## config.mk

```make
export PLATFORM = sky130hd
export DESIGN_NAME = multichannel_linear_scale_block_average
export DESIGN_NICKNAME = d
export VERILOG_FILES = /design/src/rtl/mlsba_pkg.sv /design/src/rtl/multichannel_linear_scale_block_average.sv
export SDC_FILE = /design/constraint.sdc
export NUM_CORES = 2
export LEC_CHECK = 0
export BUFFER_PORTS_ARGS = -buffer_cell sky130_fd_sc_hd__buf_4
export CORE_ASPECT_RATIO = 2
export CORE_MARGIN = 4
export CORE_UTILIZATION = 60
export DETAILED_ROUTE_END_ITERATION = 10
export HOLD_SLACK_MARGIN = 0.03
export PLACE_DENSITY_LB_ADDON = 0.15
export SLEW_MARGIN = 10
export SYNTH_ARGS = -nofsm -noshare
export SYNTH_HDL_FRONTEND = slang
export SYNTH_SLANG_ARGS = --single-unit
```

## constraint.sdc

```tcl
create_clock -name clk -period 7.1 [get_ports clk]
set_input_delay 1.775 -clock clk [delete_from_list [all_inputs] [get_ports clk]]
set_output_delay 1.775 -clock clk [all_outputs]
set_load 0.005 [all_outputs]
```

## src/rtl/mlsba_pkg.sv

```systemverilog
// Shared constants for the multichannel linear scale and block average block.
`default_nettype none
package mlsba_pkg;

  // Channel storage depth and field widths.
  localparam int MAX_CHANNELS_DEF = 8;
  localparam int CH_W             = 3;
  localparam int CODE_W           = 12;
  localparam int PCT_W            = 8;
  localparam int SUM_W            = 16;
  localparam int TOTAL_W          = 11;
  localparam int COUNT_W          = 4;
  localparam int LEN_W            = 8;
  localparam int COEF_W           = 32;
  localparam int CFG_IDX_W        = 2;

  // Stream payload widths, padded to whole bytes.
  localparam int IN_DATA_W        = 16;
  localparam int OUT_DATA_W       = 40;

  // Register indexes of the configuration port.
  localparam logic [CFG_IDX_W-1:0] REG_CHANNEL_COUNT = 2'd0;
  localparam logic [CFG_IDX_W-1:0] REG_AVG_LENGTH    = 2'd1;
  localparam logic [CFG_IDX_W-1:0] REG_GAIN          = 2'd2;
  localparam logic [CFG_IDX_W-1:0] REG_OFFSET        = 2'd3;

  // Register values after reset.
  localparam logic [COUNT_W-1:0] RST_CHANNEL_COUNT = 4'd1;
  localparam logic [LEN_W-1:0]   RST_AVG_LENGTH    = 8'd1;
  localparam logic [COEF_W-1:0]  RST_GAIN          = 32'h0001_0000;
  localparam logic [COEF_W-1:0]  RST_OFFSET        = 32'h0000_0000;

  // Saturation limits.
  localparam logic [PCT_W-1:0] PERCENT_CAP = 8'd255;
  localparam logic [SUM_W-1:0] SUM_CAP     = 16'hFFFF;

endpackage
`default_nettype wire

```

## src/rtl/multichannel_linear_scale_block_average.sv

```systemverilog
// Top level: per-channel linear scaling, block averaging and all-channel means.
//
// Usage: each input transaction carries one 12-bit converter sample and its
// channel index (in_tdata: channel, then sample_code). Samples arrive in
// rounds in channel order; channel channel_count-1 closes a round. Every
// input transaction yields exactly one output transaction with the scaled
// percent value, the channel average, and the means over the configured
// channels; out_tuser flags a freshly completed channel average.
//
// Sequencing: one item at a time goes through a small sequencer around one
// 32x13 multiplier and one shared restoring divider (16 steps per division).
// An item passes through scaling and update, a division of the channel sum
// when it completes an average, a totaling pass over the configured
// channels, the divisions for the two means and the load of the output
// register. in_tready is high only while the sequencer is idle, so a new
// item is taken only once the previous one is in the output register.
//
// Reset (rst_n low, synchronous) restores the register defaults and clears
// all channel values, sums, averages and the round counter. When the
// receiver stalls, the finished result waits in the output register; the
// next item is still accepted and processed, and it waits at its end until
// the output register frees up.
`default_nettype none
module multichannel_linear_scale_block_average #(
  parameter int MAX_CHANNELS = mlsba_pkg::MAX_CHANNELS_DEF
) (
  input  wire logic                                 clk,
  input  wire logic                                 rst_n,
  // Input stream. in_tdata fields from bit 0: channel[2:0], sample_code[14:3].
  input  wire logic                                 in_tvalid,
  output logic                                      in_tready,
  input  wire logic [mlsba_pkg::IN_DATA_W-1:0]      in_tdata,
  // Result stream. out_tdata fields from bit 0: channel_out[2:0],
  // last_value[10:3], channel_average[18:11], all_last_mean[26:19],
  // all_average_mean[34:27]. out_tuser fields from bit 0: average_updated.
  output logic                                      out_tvalid,
  input  wire logic                                 out_tready,
  output logic [mlsba_pkg::OUT_DATA_W-1:0]          out_tdata,
  output logic                                      out_tuser,
  // Configuration write port.
  input  wire logic                                 cfg_we,
  input  wire logic [mlsba_pkg::CFG_IDX_W-1:0]      cfg_addr,
  input  wire logic [mlsba_pkg::COEF_W-1:0]         cfg_wdata
);

  localparam int IDX_W   = (MAX_CHANNELS > 1) ? $clog2(MAX_CHANNELS) : 1;
  localparam int CH_W    = mlsba_pkg::CH_W;
  localparam int PCT_W   = mlsba_pkg::PCT_W;
  localparam int SUM_W   = mlsba_pkg::SUM_W;
  localparam int TOT_W   = mlsba_pkg::TOTAL_W;
  localparam int CNT_W   = mlsba_pkg::COUNT_W;
  localparam int LEN_W   = mlsba_pkg::LEN_W;
  localparam int COEF_W  = mlsba_pkg::COEF_W;
  localparam int CODE_W  = mlsba_pkg::CODE_W;
  localparam int PROD_W  = COEF_W + CODE_W + 1;
  localparam int Q_W     = PROD_W + 1;
  localparam int DIV_CW  = $clog2(SUM_W + 1);

  // Sequencer states.
  localparam logic [3:0] S_IDLE  = 4'd0;
  localparam logic [3:0] S_MUL   = 4'd1;
  localparam logic [3:0] S_SCALE = 4'd2;
  localparam logic [3:0] S_UPD   = 4'd3;
  localparam logic [3:0] S_DIVA  = 4'd4;
  localparam logic [3:0] S_ACC   = 4'd5;
  localparam logic [3:0] S_DIVL  = 4'd6;
  localparam logic [3:0] S_DIVM  = 4'd7;
  localparam logic [3:0] S_DONE  = 4'd8;

  // Configuration registers.
  logic [CNT_W-1:0]         chan_count_r;
  logic [LEN_W-1:0]         avg_len_r;
  logic signed [COEF_W-1:0] gain_r;
  logic signed [COEF_W-1:0] offset_r;

  // Channel state, held in flops and read at the single index idx_r.
  logic [PCT_W-1:0] last_vals_r [MAX_CHANNELS];
  logic [SUM_W-1:0] sums_r      [MAX_CHANNELS];
  logic [PCT_W-1:0] avgs_r      [MAX_CHANNELS];
  logic [LEN_W-1:0] round_r;

  // Per-item working registers.
  logic [3:0]               state_r;
  logic [CH_W-1:0]          ch_r;
  logic [CODE_W-1:0]        code_r;
  logic [CH_W-1:0]          idx_r;
  logic signed [PROD_W-1:0] prod_r;
  logic [PCT_W-1:0]         value_r;
  logic                     updated_r;
  logic [PCT_W-1:0]         avg_out_r;
  logic [TOT_W-1:0]         tot_last_r;
  logic [TOT_W-1:0]         tot_avg_r;
  logic [PCT_W-1:0]         mean_last_r;

  // Shared divider.
  logic [SUM_W-1:0]  div_quo_r;
  logic [PCT_W-1:0]  div_rem_r;
  logic [LEN_W-1:0]  div_den_r;
  logic [DIV_CW-1:0] div_cnt_r;

  localparam int OUT_DATA_W_LOC = mlsba_pkg::OUT_DATA_W;

  // Output register.
  logic                  out_valid_r;
  logic [OUT_DATA_W_LOC-1:0] out_data_r;
  logic                  out_user_r;

  // Derived values.
  logic [CNT_W-1:0]  eff_count;
  logic [LEN_W-1:0]  blen;
  logic [IDX_W-1:0]  idx_a;
  logic              ch_stored;
  logic signed [Q_W-1:0] q_full;
  logic [PCT_W-1:0]  value_nxt;
  logic [SUM_W:0]    sum_raw;
  logic [SUM_W-1:0]  sum_nxt;
  logic [LEN_W:0]    this_round;
  logic              avg_due;
  logic              last_of_round;
  logic              acc_last;
  logic [PCT_W:0]    div_trial;
  logic              div_ge;
  logic [PCT_W-1:0]  avg_sat;
  logic              accept;

  always_comb begin
    if (chan_count_r == '0) begin
      eff_count = CNT_W'(1);
    end else if (chan_count_r > CNT_W'(MAX_CHANNELS)) begin
      eff_count = CNT_W'(MAX_CHANNELS);
    end else begin
      eff_count = chan_count_r;
    end
  end

  assign blen      = (avg_len_r == '0) ? LEN_W'(1) : avg_len_r;
  assign idx_a     = idx_r[IDX_W-1:0];
  assign ch_stored = ({1'b0, ch_r} < CNT_W'(MAX_CHANNELS));
  assign accept    = in_tvalid && in_tready;
  assign in_tready = (state_r == S_IDLE);

  // Fixed-point scaling: truncate the Q16.16 value, clamp to 0..255.
  assign q_full = $signed({prod_r[PROD_W-1], prod_r})
                + $signed({{(Q_W-COEF_W){offset_r[COEF_W-1]}}, offset_r});
  always_comb begin
    if (q_full[Q_W-1]) begin
      value_nxt = '0;
    end else if (|q_full[Q_W-2:16+PCT_W]) begin
      value_nxt = mlsba_pkg::PERCENT_CAP;
    end else begin
      value_nxt = q_full[16 +: PCT_W];
    end
  end

  // Running sum with saturation, and the round position of this sample.
  assign sum_raw       = {1'b0, sums_r[idx_a]} + (SUM_W+1)'(value_r);
  assign sum_nxt       = sum_raw[SUM_W] ? mlsba_pkg::SUM_CAP : sum_raw[SUM_W-1:0];
  assign this_round    = {1'b0, round_r} + (LEN_W+1)'(1);
  assign avg_due       = (this_round >= {1'b0, blen});
  assign last_of_round = ({1'b0, ch_r} == eff_count - CNT_W'(1));
  assign acc_last      = ({1'b0, idx_r} == eff_count - CNT_W'(1));

  // One restoring step: the remainder always stays below the divisor.
  assign div_trial = {div_rem_r, div_quo_r[SUM_W-1]} - {1'b0, div_den_r};
  assign div_ge    = !div_trial[PCT_W];
  assign avg_sat   = (|div_quo_r[SUM_W-1:PCT_W]) ? mlsba_pkg::PERCENT_CAP
                                                 : div_quo_r[PCT_W-1:0];

  // Configuration writes.
  always_ff @(posedge clk) begin
    if (!rst_n) begin
      chan_count_r <= mlsba_pkg::RST_CHANNEL_COUNT;
      avg_len_r    <= mlsba_pkg::RST_AVG_LENGTH;
      gain_r       <= mlsba_pkg::RST_GAIN;
      offset_r     <= mlsba_pkg::RST_OFFSET;
    end else if (cfg_we) begin
      case (cfg_addr)
        mlsba_pkg::REG_CHANNEL_COUNT: chan_count_r <= cfg_wdata[CNT_W-1:0];
        mlsba_pkg::REG_AVG_LENGTH:    avg_len_r    <= cfg_wdata[LEN_W-1:0];
        mlsba_pkg::REG_GAIN:          gain_r       <= cfg_wdata;
        mlsba_pkg::REG_OFFSET:        offset_r     <= cfg_wdata;
        default: ;
      endcase
    end
  end

  // Sequencer, channel state and the shared divider.
  always_ff @(posedge clk) begin
    if (!rst_n) begin
      state_r     <= S_IDLE;
      round_r     <= '0;
      div_cnt_r   <= '0;
      out_valid_r <= 1'b0;
      for (int i = 0; i < MAX_CHANNELS; i++) begin
        last_vals_r[i] <= '0;
        sums_r[i]      <= '0;
        avgs_r[i]      <= '0;
      end
    end else begin
      if (out_valid_r && out_tready) begin
        out_valid_r <= 1'b0;
      end
      if (div_cnt_r != '0) begin
        div_rem_r <= div_ge ? div_trial[PCT_W-1:0]
                            : {div_rem_r[PCT_W-2:0], div_quo_r[SUM_W-1]};
        div_quo_r <= {div_quo_r[SUM_W-2:0], div_ge};
        div_cnt_r <= div_cnt_r - DIV_CW'(1);
      end
      case (state_r)
        S_IDLE: begin
          if (accept) begin
            ch_r    <= in_tdata[CH_W-1:0];
            idx_r   <= in_tdata[CH_W-1:0];
            code_r  <= in_tdata[CH_W +: CODE_W];
            state_r <= S_MUL;
          end
        end
        S_MUL: begin
          prod_r  <= PROD_W'(gain_r) * PROD_W'($signed({1'b0, code_r}));
          state_r <= S_SCALE;
        end
        S_SCALE: begin
          value_r <= value_nxt;
          state_r <= S_UPD;
        end
        S_UPD: begin
          updated_r  <= 1'b0;
          avg_out_r  <= '0;
          tot_last_r <= '0;
          tot_avg_r  <= '0;
          state_r    <= S_ACC;
          if (ch_stored) begin
            last_vals_r[idx_a] <= value_r;
            avg_out_r          <= avgs_r[idx_a];
            if (avg_due) begin
              // Block complete: divide the sum, clear it for the next block.
              sums_r[idx_a] <= '0;
              updated_r     <= 1'b1;
              div_quo_r     <= sum_nxt;
              div_rem_r     <= '0;
              div_den_r     <= blen;
              div_cnt_r     <= DIV_CW'(SUM_W);
              state_r       <= S_DIVA;
            end else begin
              sums_r[idx_a] <= sum_nxt;
            end
            if (last_of_round) begin
              round_r <= avg_due ? '0 : this_round[LEN_W-1:0];
            end
          end
          if (!(ch_stored && avg_due)) begin
            idx_r <= '0;
          end
        end
        S_DIVA: begin
          if (div_cnt_r == '0) begin
            avgs_r[idx_a] <= avg_sat;
            avg_out_r     <= avg_sat;
            idx_r         <= '0;
            state_r       <= S_ACC;
          end
        end
        S_ACC: begin
          tot_last_r <= tot_last_r + TOT_W'(last_vals_r[idx_a]);
          tot_avg_r  <= tot_avg_r + TOT_W'(avgs_r[idx_a]);
          idx_r      <= idx_r + CH_W'(1);
          if (acc_last) begin
            div_quo_r <= SUM_W'(tot_last_r + TOT_W'(last_vals_r[idx_a]));
            div_rem_r <= '0;
            div_den_r <= LEN_W'(eff_count);
            div_cnt_r <= DIV_CW'(SUM_W);
            state_r   <= S_DIVL;
          end
        end
        S_DIVL: begin
          if (div_cnt_r == '0) begin
            mean_last_r <= div_quo_r[PCT_W-1:0];
            div_quo_r   <= SUM_W'(tot_avg_r);
            div_rem_r   <= '0;
            div_cnt_r   <= DIV_CW'(SUM_W);
            state_r     <= S_DIVM;
          end
        end
        S_DIVM: begin
          if (div_cnt_r == '0) begin
            state_r <= S_DONE;
          end
        end
        S_DONE: begin
          if (!out_valid_r || out_tready) begin
            out_valid_r <= 1'b1;
            out_user_r  <= updated_r;
            out_data_r  <= {5'd0, div_quo_r[PCT_W-1:0], mean_last_r, avg_out_r,
                            value_r, ch_r};
            state_r     <= S_IDLE;
          end
        end
        default: state_r <= S_IDLE;
      endcase
    end
  end

  assign out_tvalid = out_valid_r;
  assign out_tdata  = out_data_r;
  assign out_tuser  = out_user_r;

  // The sequencer holds off new input until the current item has finished.
  a_busy_after_accept: assert property (@(posedge clk) disable iff (!rst_n)
    accept |=> !in_tready)
    else $error("input accepted while an item was in progress");

  // The divider only runs inside one of the division states.
  a_div_in_div_state: assert property (@(posedge clk) disable iff (!rst_n)
    (div_cnt_r != '0) |-> (state_r == S_DIVA || state_r == S_DIVL ||
                           state_r == S_DIVM))
    else $error("divider stepping outside a division state");

  // A new average is only ever flagged for a channel that has storage.
  a_update_stored_ch: assert property (@(posedge clk) disable iff (!rst_n)
    (out_tvalid && out_tuser) |-> ({1'b0, out_tdata[CH_W-1:0]} < CNT_W'(MAX_CHANNELS)))
    else $error("average flagged for a channel without storage");

  // The totaling pass never indexes past the configured channel count.
  a_acc_in_range: assert property (@(posedge clk) disable iff (!rst_n)
    (state_r == S_ACC) |-> ({1'b0, idx_r} < eff_count))
    else $error("channel total index beyond channel count");

endmodule
`default_nettype wire

```

==> results.py <==
metrics = {
    "run_status": {
        "status": "completed",
    },
    "synth": {
        "synth.most_common_cell": "nand2_1",
        "netlist-cell-type-count": 88,
        "synth_top_flop_cell": "edfxtp_1",
        "synth_edf_count": 434,
        "ys_warn_count": 0,
        "synth-async-reset-ratio_pct": 0,
        "synthTopCellsByArea": "edfxtp_1, fa_1, ha_1",
        "synth_top_cell_by_area": "edfxtp_1",
        "ys_seq_area_share_pct": 38.1,
        "syn_avg_cell_area_um2": 10.3,
        "postSynthCellCount": 3817,
        "synthesis.area_um2": 39300,
        "yosysTopAreaCellShare_pct": 33.1,
        "ys_ff_latch": 531,
        "synth.top_cells.by_count": "nand2_1, inv_1, edfxtp_1",
    },
    "power": {
        "total_power_mw": 9.14,
        "p_int_mw": 6.17,
        "p_leak_nw": 18.3,
        "peakVddDrop_mv": 0.205,
        "swShare_pct": 32.5,
        "seqPwrFrac_pct": 42.5,
        "p_per_area_nw_per_um2": 214,
        "p_switching_mw": 2.97,
        "clockPowerShare_pct": 29.8,
        "p_comb_share_pct": 27.7,
    },
    "clocking": {
        "clock-sinks": 531,
        "cts.clk_slew.worst_paths_ns": 0.07,
        "clockBufferDepth": 3,
        "cts_root_buf": "clkbuf_16",
        "ctsHoldBuffers": 0,
        "cts_max_level": 2,
        "cts_tree": "done",
        "clock_latency_ns": 0.62,
        "cts_buffers": 48,
    },
    "sta": {
        "fin_crit_sh_pct": 95.5,
        "tightest_slew_ns": 1.17,
        "setup_violations": 0,
        "clock.fmax_mhz": 147,
        "relSlewSlack_pct": 21.4,
        "skew_ns": 0.0201,
        "hold_viol": 0,
        "min_period_ns": 6.78,
        "finalMaxSlewViolations": 0,
    },
    "place": {
        "portBuffers": 91,
        "dpl.hpwl_mm": 79.0,
        "globalplace.congestion": 0.993,
    },
    "layout": {
        "area_growth_syn_to_layout_pct": 8.74,
        "drive_above_1_share_pct": 9.98,
        "final_core_util_pct": 65.9,
        "multi_input_area_um2": 21800,
        "seq_area_um2": 15000,
        "nNetsFinal": 4453,
        "antenna_cells": 0,
        "num-fill-cells": 5190,
    },
    "worst_setup_path": {
        "path_buf_inv": 7,
        "crit_path_end_kind": "flop",
        "cp_max_fo": 21,
        "path_class": "flop to flop",
        "crit_top_cell": "fa_1",
        "path_delay_family": "adder cells",
        "cp_cell_sequence": "buf_12 -> and2_1 -> fa_1 -> inv_1 -> fa_1 -> inv_1 -> fa_1 -> inv_1 -> fa_1 -> fa_1 -> inv_1 -> ha_1 -> o21ai_0 -> nor4b_1 -> buf_4 -> nor3b_1 -> a221oi_2 -> a22oi_1 -> o21a_1 -> o31ai_4 -> a2111oi_1 -> buf_4 -> nor2_1 -> o311ai_1",
        "arrival_ns": 7.13,
        "cp.required_ns": 7.44,
        "critPathSlowestCell": "fa_1",
        "cp_slowest_stage_delay_ns": 0.58,
        "startpoint_type": "flop",
    },
    "run": {
        "drv_cap": 0,
    },
    "grt": {
        "grt_max_degree": 105,
        "grt_pass1_wl_mm": 158,
        "track_usage_pct": 29.2,
        "grt_pass1_vias": 29970,
        "overflow": 0,
        "antenna_found_initial": 1,
    },
    "detailed_routing": {
        "top_layer": "met5",
        "wire_per_inst_um": 21.1,
        "drtPass1Iterations": 6,
        "routed_wl_mm": 101,
        "wl_met3_mm": 4.36,
        "drt-met1-wl_mm": 31.4,
        "via_per_inst": 5.85,
        "wl_met2_mm": 56.8,
        "routed-via-count": 27966,
        "final_antenna_net_count": 0,
        "drt-initial-drc-count": 1663,
        "drc": 0,
    },
    "floorplan": {
        "pin_count": 98,
        "die-area_um2": 70000,
        "core_um2": 64900,
        "rows": 132,
        "die_w_um": 189,
        "start_util_pct": 60.6,
        "die_y_um": 370,
    },
    "min_path": {
        "hp-class": "flop to flop",
    },
}
[power groups by stage]
stage	logic (mW)	registers, mW	clock network (mW)
floorplan	1.87	3.81	0
global placement	2.46	3.94	0
detailed placement	2.52	3.95	0
CTS	2.53	3.88	2.76
global route	2.81	3.90	2.88
finish	2.53	3.88	2.72
[kinds of logic after synthesis]
group                      count (synthesis)  share of synthesized area [%]
buffers and inverters                    688                           6.70
adders and majority gates                530                           23.4
AOI/OAI and AO/OA                        509                           8.39
muxes                                    133                           5.52
DFF                                      531                           38.1
xor gates and xnor gates                 100                           2.23
and+or+nand+nor                         1325                           15.7
other                                      1                        0.00953
[stage by stage]
step | hold slack (ns) | cell area, um^2 | std cells | setup WS, ns | setup TNS [ns]
after global routing | 0.436 | 42800 | 4779 | -0.0446 | -0.0446
final | 0.419 | 42800 | 4779 | 0.317 | 0
after CTS | 0.419 | 42700 | 4772 | 0.0853 | 0
after floorplan | 0.400 | 39400 | 3821 | 0.909 | 0
after global placement | 0.401 | 41100 | 4682 | 0.235 | 0
after detailed placement | 0.405 | 41100 | 4682 | 0.122 | 0
[state kept, by name, indices dropped and copies added (netlist names), 11 cells and up, named ones only]
register and count:
gain_r 32, offset_r 32, tot_last_r 11, out_tdata 35, code_r 12, avgs_r 64
tot_avg_r 11, last_vals_r 64, prod_r 45, div_quo_r 16, sums_r 128
[worst paths after layout]
kind                                      end  cells after the start      startpoint  slack, ns
worst max-delay path               prod_r[42]                     24       code_r[3]       0.32
worst max register to register     prod_r[42]                     24       code_r[3]       0.32
worst min-delay path            out_tdata[24]                      0  mean_last_r[5]       0.42
worst min register to register  out_tdata[24]                      0  mean_last_r[5]       0.42
[cells in the final DEF, fill, tap and decap left out, drive strengths merged, types with 57 or more instances in the layout]
cell    instances
nor3           57
inv           509
a21boi         77
buf           180
mux4           64
xnor2          65
and2          195
ha            188
o21ai          88
dfxtp          97
clkbuf         59
a21oi         164
and3           67
edfxtp        434
fa            342
nor2          310
nand2         523
[routing by layer]
| metal | GRT usage (%) | vias up |
|---|---|---|
| met5 | 0 | - |
| met4 | 19.2 | 2 |
| met3 | 3.29 | 394 |
| met2 | 57.5 | 937 |
| met1 | 27.8 | 13813 |
| li1 | - | 12820 |
[area by class of cell]
class | instances | share of cell area [%]
clock inverters | 31 | 0.804
well taps | 871 | 2.55
inverters | 505 | 4.43
multi-input cells | 2602 | 50.9
clock buffers | 59 | 2.98
flip-flops and latches | 531 | 35.0
repair buffers | 180 | 3.33
[repair_timing]
item	4_1_cts	5_1_grt
endpoints found under the setup margin	0	3
buffers inserted	0	7
gates resized for setup	0	2
(Power assumes the default switching activity.)
